--- config.mk ---
export PLATFORM = sky130hd
export DESIGN_NAME = co2_sensor_uart_link_unit_flat
export DESIGN_NICKNAME = d
export VERILOG_FILES = /design/src/design/co2_link_pkg.sv /design/src/design/co2_link_ifs.sv /design/src/design/co2_link_front.sv /design/src/design/co2_link_queue.sv /design/src/design/co2_link_back.sv /design/src/design/co2_sensor_uart_link_unit.sv /design/src/flat_wrapper.sv
export SDC_FILE = /design/constraint.sdc
export NUM_CORES = 1
export LEC_CHECK = 0
export BUFFER_PORTS_ARGS = -buffer_cell sky130_fd_sc_hd__buf_2
export CAP_MARGIN = 5
export CORE_MARGIN = 10
export CORE_UTILIZATION = 45
export DETAILED_ROUTE_END_ITERATION = 12
export GPL_TIMING_DRIVEN = 0
export PLACE_DENSITY = 0.71
export REMOVE_ABC_BUFFERS = 1
export SYNTH_ARGS = -nofsm -noshare
export SYNTH_HDL_FRONTEND = slang
export SYNTH_SLANG_ARGS = --single-unit
--- constraint.sdc ---
create_clock -name clk -period 5.5 [get_ports clk]
set_input_delay 0.825 -clock clk [delete_from_list [all_inputs] [get_ports clk]]
set_output_delay 0.825 -clock clk [all_outputs]
set_load 0.03 [all_outputs]
--- src/design/co2_link_pkg.sv ---
// ----------------------------------------------------------------------------
// co2_link_pkg
// shared types, codes and constants of the co2 sensor link controller
// ----------------------------------------------------------------------------
package co2_link_pkg;

	localparam int VALUE_SLOTS_DEF = 3;
	localparam int QUEUE_DEPTH = 2;

	// request types
	localparam logic [1:0] REQ_BYTE  = 2'd0;
	localparam logic [1:0] REQ_TICK  = 2'd1;
	localparam logic [1:0] REQ_WRITE = 2'd2;

	// parser phases
	localparam logic [3:0] PH_READY = 4'd0;
	localparam logic [3:0] PH_D0    = 4'd1;
	localparam logic [3:0] PH_D4    = 4'd5;
	localparam logic [3:0] PH_D5    = 4'd6;
	localparam logic [3:0] PH_D9    = 4'd10;
	localparam logic [3:0] PH_DONE  = 4'd11;

	// link states
	localparam logic [3:0] LS_INIT  = 4'd0;
	localparam logic [3:0] LS_SETUP = 4'd1;
	localparam logic [3:0] LS_MODE  = 4'd2;
	localparam logic [3:0] LS_CALH  = 4'd3;
	localparam logic [3:0] LS_CALL  = 4'd4;
	localparam logic [3:0] LS_CAL   = 4'd5;
	localparam logic [3:0] LS_IDLE  = 4'd6;
	localparam logic [3:0] LS_OPER  = 4'd7;
	localparam logic [3:0] LS_DONE  = 4'd8;
	localparam logic [3:0] LS_ERROR = 4'd9;

	// command codes
	localparam logic [2:0] CMD_POLL  = 3'd0;
	localparam logic [2:0] CMD_CALH  = 3'd2;
	localparam logic [2:0] CMD_CALL  = 3'd3;
	localparam logic [2:0] CMD_CAL   = 3'd4;
	localparam logic [2:0] CMD_DATA  = 3'd5;
	localparam logic [2:0] CMD_SCALE = 3'd6;

	// reported value kinds
	localparam logic [2:0] KIND_NONE   = 3'd0;
	localparam logic [2:0] KIND_CO2    = 3'd1;
	localparam logic [2:0] KIND_SIGNAL = 3'd2;
	localparam logic [2:0] KIND_LED    = 3'd3;
	localparam logic [2:0] KIND_SCALE  = 3'd4;

	// reply characters
	localparam logic [7:0] CH_P     = 8'h50;
	localparam logic [7:0] CH_G     = 8'h47;
	localparam logic [7:0] CH_K     = 8'h4B;
	localparam logic [7:0] CH_L     = 8'h6C;
	localparam logic [7:0] CH_D     = 8'h44;
	localparam logic [7:0] CH_Z     = 8'h5A;
	localparam logic [7:0] CH_DOT   = 8'h2E;
	localparam logic [7:0] CH_QMARK = 8'h3F;
	localparam logic [7:0] CH_ZERO  = 8'h30;
	localparam logic [7:0] CH_NINE  = 8'h39;
	localparam logic [7:0] CH_SPACE = 8'h20;
	localparam logic [7:0] CH_LF    = 8'h0A;

	localparam logic [16:0] VAL_MAX = 17'd99999;
	localparam logic [16:0] CAL_H_A = 17'd10;
	localparam logic [16:0] CAL_H_B = 17'd1;
	localparam logic [16:0] CAL_L_A = 17'd11;
	localparam logic [16:0] CAL_L_B = 17'd144;
	localparam logic [16:0] MODE_K  = 17'd2;

	typedef enum logic [2:0] {
		OP_NOP,
		OP_LETTER,
		OP_QMARK,
		OP_DIGIT,
		OP_SEP,
		OP_OTHER,
		OP_TICK,
		OP_WRITE
	} op_t;

	typedef struct packed {
		op_t        op;
		logic [7:0] data;
	} q_entry_t;

	typedef struct packed {
		logic        cmd_valid;
		logic [2:0]  cmd_code;
		logic [3:0]  link_state;
		logic        connected;
		logic [2:0]  value_kind;
		logic [16:0] value;
	} res_t;

endpackage

--- src/design/co2_link_ifs.sv ---
// ----------------------------------------------------------------------------
// co2_link_ifs
// request and result channels of the co2 sensor link controller
// ----------------------------------------------------------------------------
interface co2_req_if;
	logic       valid;
	logic       ready;
	logic [1:0] req_type;
	logic [7:0] rx_byte;
	logic [3:0] new_link_state;

	modport source (output valid, req_type, rx_byte, new_link_state, input ready);
	modport sink (input valid, req_type, rx_byte, new_link_state, output ready);
endinterface

interface co2_res_if;
	logic        valid;
	logic        ready;
	logic        cmd_valid;
	logic [2:0]  cmd_code;
	logic [3:0]  link_state;
	logic        connected;
	logic [2:0]  value_kind;
	logic [16:0] value;

	modport source (output valid, cmd_valid, cmd_code, link_state, connected, value_kind,
		value, input ready);
	modport sink (input valid, cmd_valid, cmd_code, link_state, connected, value_kind,
		value, output ready);
endinterface

--- src/design/co2_link_front.sv ---
// ----------------------------------------------------------------------------
// co2_link_front
// accepts request items and classifies them into operations for the back end
// ----------------------------------------------------------------------------
module co2_link_front (
	co2_req_if.sink               req,
	input  logic                  q_ready,
	output logic                  push,
	output co2_link_pkg::q_entry_t push_entry
);
	import co2_link_pkg::*;

	logic [7:0] b;

	assign b = req.rx_byte;
	assign req.ready = q_ready;
	assign push = req.valid & q_ready;

	always_comb begin
		push_entry.op = OP_NOP;
		push_entry.data = b;
		case (req.req_type)
			REQ_BYTE: begin
				if (b == CH_P || b == CH_G || b == CH_K || b == CH_L || b == CH_D ||
						b == CH_Z || b == CH_DOT) begin
					push_entry.op = OP_LETTER;
				end else if (b == CH_QMARK) begin
					push_entry.op = OP_QMARK;
				end else if (b >= CH_ZERO && b <= CH_NINE) begin
					push_entry.op = OP_DIGIT;
					push_entry.data = b - CH_ZERO;
				end else if (b == CH_SPACE || b == CH_LF) begin
					push_entry.op = OP_SEP;
				end else begin
					push_entry.op = OP_OTHER;
				end
			end
			REQ_TICK: begin
				push_entry.op = OP_TICK;
			end
			REQ_WRITE: begin
				// out-of-range states are dropped
				if (req.new_link_state <= LS_ERROR) begin
					push_entry.op = OP_WRITE;
				end
				push_entry.data = {4'd0, req.new_link_state};
			end
			default: begin
				push_entry.op = OP_NOP;
			end
		endcase
	end

endmodule

--- src/design/co2_link_queue.sv ---
// ----------------------------------------------------------------------------
// co2_link_queue
// short fifo of classified operations between front and back end
// ----------------------------------------------------------------------------
module co2_link_queue (
	input  logic                   clk,
	input  logic                   arst_n,
	input  logic                   push,
	input  co2_link_pkg::q_entry_t push_entry,
	output logic                   q_ready,
	output logic                   q_valid,
	input  logic                   pop,
	output co2_link_pkg::q_entry_t head
);
	import co2_link_pkg::*;

	localparam int PW = $clog2(QUEUE_DEPTH);

	q_entry_t        mem_q [QUEUE_DEPTH];
	logic [PW-1:0]   wr_ptr_q;
	logic [PW-1:0]   rd_ptr_q;
	logic [PW:0]     count_q;

	assign q_ready = (count_q != (PW+1)'(QUEUE_DEPTH));
	assign q_valid = (count_q != '0);
	assign head = mem_q[rd_ptr_q];

	always_ff @(posedge clk or negedge arst_n) begin
		if (!arst_n) begin
			wr_ptr_q <= '0;
			rd_ptr_q <= '0;
			count_q <= '0;
		end else begin
			if (push) begin
				wr_ptr_q <= (wr_ptr_q == PW'(QUEUE_DEPTH - 1)) ? '0 : wr_ptr_q + 1'b1;
			end
			if (pop) begin
				rd_ptr_q <= (rd_ptr_q == PW'(QUEUE_DEPTH - 1)) ? '0 : rd_ptr_q + 1'b1;
			end
			if (push && !pop) begin
				count_q <= count_q + 1'b1;
			end else if (pop && !push) begin
				count_q <= count_q - 1'b1;
			end
		end
	end

	always_ff @(posedge clk) begin
		if (push) begin
			mem_q[wr_ptr_q] <= push_entry;
		end
	end

endmodule

--- src/design/co2_link_back.sv ---
// ----------------------------------------------------------------------------
// co2_link_back
// reply parser, link state machine and result register
// ----------------------------------------------------------------------------
module co2_link_back #(
	parameter int VALUE_SLOTS = co2_link_pkg::VALUE_SLOTS_DEF
) (
	input  logic                   clk,
	input  logic                   arst_n,
	input  logic                   cfg_we,
	input  logic                   cfg_wdata,
	input  logic                   q_valid,
	input  co2_link_pkg::q_entry_t head,
	output logic                   pop,
	co2_res_if.source              res
);
	import co2_link_pkg::*;

	localparam int SW = $clog2(VALUE_SLOTS);
	localparam logic [SW-1:0] SLOT_LAST = SW'(VALUE_SLOTS - 1);

	logic          sentinel_q;
	logic [3:0]    rx_phase_q, rx_phase_d;
	logic [7:0]    reply_letter_q, reply_letter_d;
	logic [16:0]   field_acc_q [VALUE_SLOTS];
	logic [16:0]   field_acc_d [VALUE_SLOTS];
	logic [SW-1:0] field_slot_q, field_slot_d;
	logic [3:0]    link_now_q, link_now_d;
	logic [3:0]    link_prev_q, link_prev_d;
	logic [16:0]   scale_value_q, scale_value_d;
	logic          link_up_q, link_up_d;
	logic [2:0]    last_cmd_q, last_cmd_d;
	logic          resend_pending_q, resend_pending_d;
	res_t          out_q, res_d;
	logic          out_valid_q;

	logic [16:0]   acc_cur;
	logic [19:0]   acc_mul;
	logic [16:0]   acc_sat;
	logic          is_p;
	logic [SW-1:0] slot_nxt;
	logic [3:0]    s;
	logic          snd;

	assign pop = q_valid & (~out_valid_q | res.ready);

	assign acc_cur = field_acc_q[field_slot_q];
	assign acc_mul = {acc_cur, 3'b000} + {2'b00, acc_cur, 1'b0} + {16'd0, head.data[3:0]};
	assign acc_sat = (acc_mul > {3'd0, VAL_MAX}) ? VAL_MAX : acc_mul[16:0];
	assign is_p = (reply_letter_q == CH_P);
	assign slot_nxt = (field_slot_q < SLOT_LAST) ? field_slot_q + 1'b1 : field_slot_q;

	always_comb begin
		rx_phase_d = rx_phase_q;
		reply_letter_d = reply_letter_q;
		field_acc_d = field_acc_q;
		field_slot_d = field_slot_q;
		link_now_d = link_now_q;
		link_prev_d = link_prev_q;
		scale_value_d = scale_value_q;
		link_up_d = link_up_q;
		last_cmd_d = last_cmd_q;
		resend_pending_d = resend_pending_q;
		res_d = '0;
		snd = 1'b1;
		s = (link_now_q == LS_ERROR) ? link_prev_q : link_now_q;

		case (head.op)
			OP_LETTER, OP_QMARK, OP_DIGIT, OP_SEP, OP_OTHER: begin
				if (rx_phase_q == PH_READY) begin
					if (head.op == OP_LETTER) begin
						reply_letter_d = head.data;
						rx_phase_d = PH_D0;
						field_acc_d[0] = '0;
						field_slot_d = '0;
					end else if (head.op == OP_QMARK) begin
						link_now_d = LS_ERROR;
					end
				end else if (head.op == OP_DIGIT) begin
					if (rx_phase_q >= PH_D0 && rx_phase_q <= PH_D9) begin
						field_acc_d[field_slot_q] = acc_sat;
						if ((is_p && rx_phase_q == PH_D9) || (!is_p && rx_phase_q == PH_D4)) begin
							rx_phase_d = PH_DONE;
						end else begin
							rx_phase_d = rx_phase_q + 1'b1;
						end
					end else if (rx_phase_q != PH_DONE) begin
						rx_phase_d = PH_READY;
					end
				end else if (head.op == OP_SEP) begin
					if (rx_phase_q == PH_DONE) begin
						// reply complete
						link_up_d = 1'b1;
						case (link_now_q)
							LS_SETUP: begin
								if (reply_letter_q == CH_DOT) link_now_d = LS_MODE;
							end
							LS_MODE: begin
								if (reply_letter_q == CH_K && acc_cur == MODE_K) link_now_d = LS_IDLE;
							end
							LS_CALH: begin
								link_now_d = (is_p && field_acc_q[0] == CAL_H_A &&
									field_acc_q[1] == CAL_H_B) ? LS_CALL : LS_IDLE;
							end
							LS_CALL: begin
								link_now_d = (is_p && field_acc_q[0] == CAL_L_A &&
									field_acc_q[1] == CAL_L_B) ? LS_CAL : LS_IDLE;
							end
							default: begin
								link_now_d = LS_IDLE;
							end
						endcase
						if (reply_letter_q == CH_D) begin
							res_d.value_kind = KIND_SIGNAL;
							res_d.value = acc_cur;
						end else if (reply_letter_q == CH_L) begin
							res_d.value_kind = KIND_LED;
							res_d.value = acc_cur;
						end else if (reply_letter_q == CH_Z) begin
							res_d.value_kind = KIND_CO2;
							res_d.value = acc_cur;
							if (sentinel_q) link_now_d = LS_DONE;
						end else if (reply_letter_q == CH_DOT) begin
							res_d.value_kind = KIND_SCALE;
							res_d.value = acc_cur;
							scale_value_d = acc_cur;
						end
					end else if (rx_phase_q == PH_D5 && is_p) begin
						field_slot_d = slot_nxt;
						field_acc_d[slot_nxt] = '0;
					end
					if (rx_phase_q != PH_D0 && rx_phase_q != PH_D5) rx_phase_d = PH_READY;
				end else if (rx_phase_q >= PH_D0 && rx_phase_q <= PH_D4) begin
					rx_phase_d = PH_READY;
				end
			end
			OP_TICK: begin
				case (s)
					LS_INIT: begin
						link_up_d = 1'b0;
						scale_value_d = '0;
						s = LS_SETUP;
						res_d.cmd_code = CMD_SCALE;
					end
					LS_SETUP: begin
						if (scale_value_q == '0) begin
							res_d.cmd_code = CMD_SCALE;
						end else begin
							res_d.cmd_code = CMD_POLL;
							s = LS_MODE;
						end
					end
					LS_MODE: res_d.cmd_code = CMD_POLL;
					LS_CALH: res_d.cmd_code = CMD_CALH;
					LS_CALL: res_d.cmd_code = CMD_CALL;
					LS_CAL: begin
						res_d.cmd_code = CMD_CAL;
						s = LS_IDLE;
					end
					LS_IDLE: begin
						if (scale_value_q == '0) begin
							res_d.cmd_code = CMD_SCALE;
							s = LS_SETUP;
						end else begin
							res_d.cmd_code = CMD_DATA;
							s = LS_OPER;
						end
					end
					default: begin
						// resend last command once
						snd = 1'b0;
						if (resend_pending_q) begin
							res_d.cmd_valid = 1'b1;
							res_d.cmd_code = last_cmd_q;
							resend_pending_d = 1'b0;
						end else begin
							res_d.cmd_code = CMD_POLL;
						end
					end
				endcase
				if (snd) begin
					res_d.cmd_valid = 1'b1;
					last_cmd_d = res_d.cmd_code;
					resend_pending_d = 1'b1;
				end
				link_prev_d = s;
				link_now_d = s;
			end
			OP_WRITE: begin
				link_now_d = head.data[3:0];
			end
			default: begin
			end
		endcase
		res_d.link_state = link_now_d;
		res_d.connected = link_up_d;
	end

	always_ff @(posedge clk or negedge arst_n) begin
		if (!arst_n) begin
			sentinel_q <= 1'b0;
			rx_phase_q <= PH_READY;
			reply_letter_q <= '0;
			for (int i = 0; i < VALUE_SLOTS; i++) field_acc_q[i] <= '0;
			field_slot_q <= '0;
			link_now_q <= LS_INIT;
			link_prev_q <= LS_INIT;
			scale_value_q <= '0;
			link_up_q <= 1'b0;
			last_cmd_q <= CMD_POLL;
			resend_pending_q <= 1'b0;
			out_valid_q <= 1'b0;
		end else begin
			if (cfg_we) sentinel_q <= cfg_wdata;
			if (pop) begin
				rx_phase_q <= rx_phase_d;
				reply_letter_q <= reply_letter_d;
				field_acc_q <= field_acc_d;
				field_slot_q <= field_slot_d;
				link_now_q <= link_now_d;
				link_prev_q <= link_prev_d;
				scale_value_q <= scale_value_d;
				link_up_q <= link_up_d;
				last_cmd_q <= last_cmd_d;
				resend_pending_q <= resend_pending_d;
				out_valid_q <= 1'b1;
			end else if (res.ready) begin
				out_valid_q <= 1'b0;
			end
		end
	end

	always_ff @(posedge clk) begin
		if (pop) out_q <= res_d;
	end

	assign res.valid = out_valid_q;
	assign res.cmd_valid = out_q.cmd_valid;
	assign res.cmd_code = out_q.cmd_code;
	assign res.link_state = out_q.link_state;
	assign res.connected = out_q.connected;
	assign res.value_kind = out_q.value_kind;
	assign res.value = out_q.value;

endmodule

--- src/design/co2_sensor_uart_link_unit.sv ---
// ----------------------------------------------------------------------------
// co2_sensor_uart_link_unit
// Link controller for a UART CO2 sensor. Every request item (received byte,
// control tick or link state write) yields exactly one result item carrying
// the command to send, the link state, the connected flag and any reported
// value. The block takes one item per clock cycle while the output is not
// stalled: a classifier accepts items into a two-entry queue, and the back
// end pops each item into the parser, link state and result register, so
// an item passes the queue register and then the result register. The
// sentinel mode register (sentinel_q) is written through cfg_we and cfg_wdata;
// the user must do so only while the block is idle, which is not enforced.
// ----------------------------------------------------------------------------
module co2_sensor_uart_link_unit #(
	parameter int VALUE_SLOTS = co2_link_pkg::VALUE_SLOTS_DEF
) (
	input  logic      clk,
	input  logic      arst_n,
	input  logic      cfg_we,
	input  logic      cfg_wdata,
	co2_req_if.sink   req,
	co2_res_if.source res
);
	import co2_link_pkg::*;

	logic     q_ready;
	logic     q_valid;
	logic     push;
	logic     pop;
	q_entry_t push_entry;
	q_entry_t head;

	co2_link_front u_front (
		.req        (req),
		.q_ready    (q_ready),
		.push       (push),
		.push_entry (push_entry)
	);

	co2_link_queue u_queue (
		.clk        (clk),
		.arst_n     (arst_n),
		.push       (push),
		.push_entry (push_entry),
		.q_ready    (q_ready),
		.q_valid    (q_valid),
		.pop        (pop),
		.head       (head)
	);

	co2_link_back #(
		.VALUE_SLOTS (VALUE_SLOTS)
	) u_back (
		.clk       (clk),
		.arst_n    (arst_n),
		.cfg_we    (cfg_we),
		.cfg_wdata (cfg_wdata),
		.q_valid   (q_valid),
		.head      (head),
		.pop       (pop),
		.res       (res)
	);

endmodule
--- src/flat_wrapper.sv ---
// flat-port wrapper written by rule: the top's interface ports become plain ports
module co2_sensor_uart_link_unit_flat import co2_link_pkg::*;
#(
	parameter int VALUE_SLOTS = co2_link_pkg::VALUE_SLOTS_DEF
)
  (clk, arst_n, cfg_we, cfg_wdata, req_valid, req_req_type, req_rx_byte, req_new_link_state, req_ready, res_valid, res_cmd_valid, res_cmd_code, res_link_state, res_connected, res_value_kind, res_value, res_ready);
  co2_req_if req_i ();
  co2_res_if res_i ();
  input  logic clk;
  input  logic arst_n;
  input  logic cfg_we;
  input  logic cfg_wdata;
  input wire logic [$bits(req_i.valid)-1:0] req_valid;
  input wire logic [$bits(req_i.req_type)-1:0] req_req_type;
  input wire logic [$bits(req_i.rx_byte)-1:0] req_rx_byte;
  input wire logic [$bits(req_i.new_link_state)-1:0] req_new_link_state;
  output wire logic [$bits(req_i.ready)-1:0] req_ready;
  output wire logic [$bits(res_i.valid)-1:0] res_valid;
  output wire logic [$bits(res_i.cmd_valid)-1:0] res_cmd_valid;
  output wire logic [$bits(res_i.cmd_code)-1:0] res_cmd_code;
  output wire logic [$bits(res_i.link_state)-1:0] res_link_state;
  output wire logic [$bits(res_i.connected)-1:0] res_connected;
  output wire logic [$bits(res_i.value_kind)-1:0] res_value_kind;
  output wire logic [$bits(res_i.value)-1:0] res_value;
  input wire logic [$bits(res_i.ready)-1:0] res_ready;
  assign req_i.valid = req_valid;
  assign req_i.req_type = req_req_type;
  assign req_i.rx_byte = req_rx_byte;
  assign req_i.new_link_state = req_new_link_state;
  assign req_ready = req_i.ready;
  assign res_valid = res_i.valid;
  assign res_cmd_valid = res_i.cmd_valid;
  assign res_cmd_code = res_i.cmd_code;
  assign res_link_state = res_i.link_state;
  assign res_connected = res_i.connected;
  assign res_value_kind = res_i.value_kind;
  assign res_value = res_i.value;
  assign res_i.ready = res_ready;
  co2_sensor_uart_link_unit #(.VALUE_SLOTS(VALUE_SLOTS)) u_core (.clk(clk), .arst_n(arst_n), .cfg_we(cfg_we), .cfg_wdata(cfg_wdata), .req(req_i), .res(res_i));
endmodule
==> impl_metrics.csv <==
group,metric,value,unit
power_and_ir_drop,pwr-share-comb,33.2,%
synthesis,synth_top_area_cell,"dfrtp_1",
worst_setup_path,crit_required,5760,ps
floorplan,num_rows,52,
sta,finalHoldViolCount,0,
cells_and_area,nNetsFinal,1066,
power_and_ir_drop,seqPwrFrac,39.5,%
sta,skew,12.6,ps
global_route,grt_max_degree,55,
worst_setup_path,endpoint_kind,"flop",
route,antenna_left,0,
cells_and_area,seqCellArea,0.00406,sq mm
cts,holdBufCountCts,0,
cts,cts.sinks,152,
synthesis,synth_ff_type,"dfrtp_1",
power_and_ir_drop,power_density,413,mW/mm^2
hold_path,min_path_type,"in -> async",
synthesis,async_flop_share,66.4,%
sta,slew_violations,0,
synthesis,synth_mux_area_share,5.75,%
placed_design,placed_cells,1247,
synthesis,yosysTopAreaCellShare,27.2,%
sta,slew_headroom,14.8,%
worst_setup_path,path_max_fanout,23,
synthesis,synth_top_family_by_area,"compound AO/OA/AOI/OAI gates",
cells_and_area,drive_gt1_share,13.4,%
synthesis,synthSimpleGateAreaFrac,16.7,%
floorplan,dieArea,0.0268,sq mm
power_and_ir_drop,p_switching,0.00165,W
sta,rsz0062_at_grt,"no",
synthesis,synth_compound_area_share,20.4,%
synthesis,ys_seq_area_share,43.7,%
global_route,antenna_found_initial,0,
sta,setup_tns,0,ps
synthesis,yosysWarnings,0,
cells_and_area,fin_cells,1282,
route,vias_per_cell,6.14,
global_route,grt-ovfl-total,0,
placed_design,gp_congestion,0.891,
sta,period_share,94.8,%
floorplan,core_area,0.0202,sq mm
cts,clk_path_buf_depth,2,
global_route,grt_pass1_wl,39300,microns
cells_and_area,multi_input_area,0.00487,sq mm
power_and_ir_drop,irDropWorstVdd,315,uV
sta,worstMarginPinSlew,1270,ps
route,dr.pass1.iters,5,
power_and_ir_drop,power.share.clock,27.3,%
synthesis,ys_seq_elements,152,
floorplan,die_y,164,microns
route,routed_wl,24100,microns
status,status,"complete, no violations",
cells_and_area,fillers,1820,
cells_and_area,area_growth,11.7,%
cts,root_buffer,"clkbuf_16",
power_and_ir_drop,swShare,38.5,%
route,drc,0,
worst_setup_path,arrival,5480,ps
placed_design,dp_hpwl,16800,microns
worst_setup_path,path_class,"reg -> reg",
synthesis,synthAdderAreaFrac,6.50,%
cts,cts_max_level,4,
synthesis,syn_avg_cell_area,9.45,sq um
synthesis,synth_cell_type_count,76,
power_and_ir_drop,cell_internal_pwr,0.00263,W
placed_design,port_buffers,50,
placed_design,pre_cts_ws,-982,ps
route,via_count,7874,
cts,cts_tree,"built",
sta,period_minus_slack,5210,ps
sta,layout_setup_ws,287,ps
synthesis,netlist_area,0.00928,sq mm
synthesis,synth_edf_count,51,
floorplan,ios,51,
global_route,track_usage,18.1,%
sta,fmax,192,MHz
route,avgRoutedWirePerCell,18.8,microns
global_route,grt_pass1_vias,7537,
synthesis,syn_inst,982,
cts,cts_buffers,17,
route,drt_iter0_drc,800,
cells_and_area,n_antenna_cell,0,
floorplan,die_w,164,microns
sta,holdWs,416,ps
flow_run,drv_cap,0,
cts,clk_pin_slew,70,ps
power_and_ir_drop,leakagePower,4.48,nW
cts,insertion_delay,440,ps
sta,setup_viol,0,
floorplan,floorplan.initialDensity,45.9,%
cells_and_area,post-route-util,51.2,%
worst_setup_path,startpoint_type,"flop",
synthesis,synth_xor_area_share,2.27,%
synthesis,ys_top_cells_by_area,"dfrtp_1 (27%), edfxtp_1 (17%), ha_1 (6.1%)",
==> kinds of logic (layout without fill, tap and decap cells) <==
family | after synthesis | after routing
xor+xnor | 24 | 24
buf+inv | 111 | 140
fa+ha+maj | 47 | 47
mux | 50 | 50
simple gates | 314 | 315
compound gates | 284 | 284
flops | 152 | 152
==> path summary, 6_finish.rpt <==
kind	start	to	slack (ps)	depth (start not counted)
setup reg to reg	u_core.u_back.field_slot_q[0]	u_core.u_back.field_acc_q[4]	290	13
min in group clk	u_core.u_back.field_acc_q[14]	u_core.u_back.field_acc_q[14]	480	2
hold / removal	arst_n	u_core.u_back.rx_phase_q[0]	420	1
setup / recovery	u_core.u_back.field_slot_q[0]	u_core.u_back.field_acc_q[4]	290	13
hold reg to reg	u_core.u_back.field_acc_q[14]	u_core.u_back.field_acc_q[14]	480	2
max in group asynchronous	arst_n	u_core.u_back.rx_phase_q[2]	4380	2
==> layer usage <==
metal  track usage, %  vias up  part of all wire, %
li1                 -     3688                    -
met1             23.9     3845                   45
met2             28.4      288                   47
met3             3.62       53                  5.9
met4             7.80        0                  2.9
met5                0        -                    0
==> area by class of cell <==
cell class	instances	share of cell area, %
multi-input combinational	720	46.9
sequential	152	39.2
clock buffer	19	4.18
tap	270	3.26
timing repair buffer	56	3.14
inverter	52	1.88
clock inverter	13	1.40
==> per-stage QoR <==
step | instance area, sq um | total power (W)
after floorplan | 9040 | 0.00268
after global placement | 9630 | 0.00307
after detailed placement | 9730 | 0.00311
after CTS | 10300 | 0.00428
after global routing | 10400 | 0.00452
final | 10400 | 0.00428
==> cell usage after synthesis (3+ instances only) <==
cell and number:
dfrtp_1 101, nor2_1 88, a21oi_1 87, nand2_1 86, o21ai_0 56, inv_1 52
edfxtp_1 51, clkbuf_1 48, ha_1 45, nand3_1 37, mux2i_1 27, mux2_2 22
nand4_1 17, a41oi_1 16, o41ai_1 16, nor4_1 14, o31ai_1 14, a21o_1 13
xnor2_1 12, xor2_1 12, and3_1 10, a211oi_1 9, nor3_1 9, a31oi_1 8
a32oi_1 8, buf_2 8, nor2b_1 8, nor3b_1 8, nand2b_1 7, nor4b_1 7
a22o_1 4, and4_1 4, o21a_1 4, o22a_1 4, a211o_1 3, a21boi_0 3
a221o_1 3, a311oi_1 3, a32o_1 3, and2_1 3, nand4b_1 3, o211ai_1 3
==> cells in the final DEF (no fill, tap or decap), types with 16 or more instances in the layout <==
cell type	netlist	routed
a21oi_1	87	86
a41oi_1	16	16
buf_2	8	49
clkbuf_16	0	17
dfrtp_1	101	99
edfxtp_1	51	51
ha_1	45	45
inv_1	52	51
mux2_2	22	22
mux2i_1	27	27
nand2_1	86	86
nand3_1	37	36
nand4_1	17	17
nor2_1	88	87
o21ai_0	56	56
o41ai_1	16	16
==> repair_timing <==
| action | 4_1_cts | 5_1_grt |
|---|---|---|
| setup endpoints to repair | 51 | 42 |
| setup buffers | 0 | 2 |
| gates cloned | 0 | 1 |
| pin swaps | 0 | 0 |
| resized for setup | 8 | 3 |
==> flip-flops by register name, summed over array words and instances (netlist names), 2 cells and up <==
register,flops
u_core.u_back.field_acc_q,51
u_core.u_back.field_slot_q,2
u_core.u_back.last_cmd_q,3
u_core.u_back.link_now_q,4
u_core.u_back.link_prev_q,4
u_core.u_back.reply_letter_q,8
u_core.u_back.res.cmd_code,3
u_core.u_back.res.link_state,4
u_core.u_back.res.value,17
u_core.u_back.res.value_kind,3
u_core.u_back.rx_phase_q,4
u_core.u_back.scale_value_q,17
u_core.u_queue.count_q,2
u_core.u_queue.mem_q,22
==> power by group through the flow <==
stage	registers, W	logic (W)	clock network (W)
after floorplan	0.00182	0.000865	0
after global placement	0.00170	0.00137	0
after detailed placement	0.00170	0.00141	0
after CTS	0.00169	0.00141	0.00118
after global routing	0.00173	0.00156	0.00123
final	0.00169	0.00142	0.00117
==> critical path: stages (launching register included) <==
cell and delay [ps]:
dfrtp_4 690, mux2i_1 240, nor2_1 70, a21oi_2 310, inv_1 140, fa_1 550
fa_1 500, a21o_1 220, a221oi_1 460, o2bb2ai_1 280, o31ai_1 140, xnor2_1 360
and2_1 840, a41oi_1 220
Note: power is estimated with default switching activity, not from simulation.
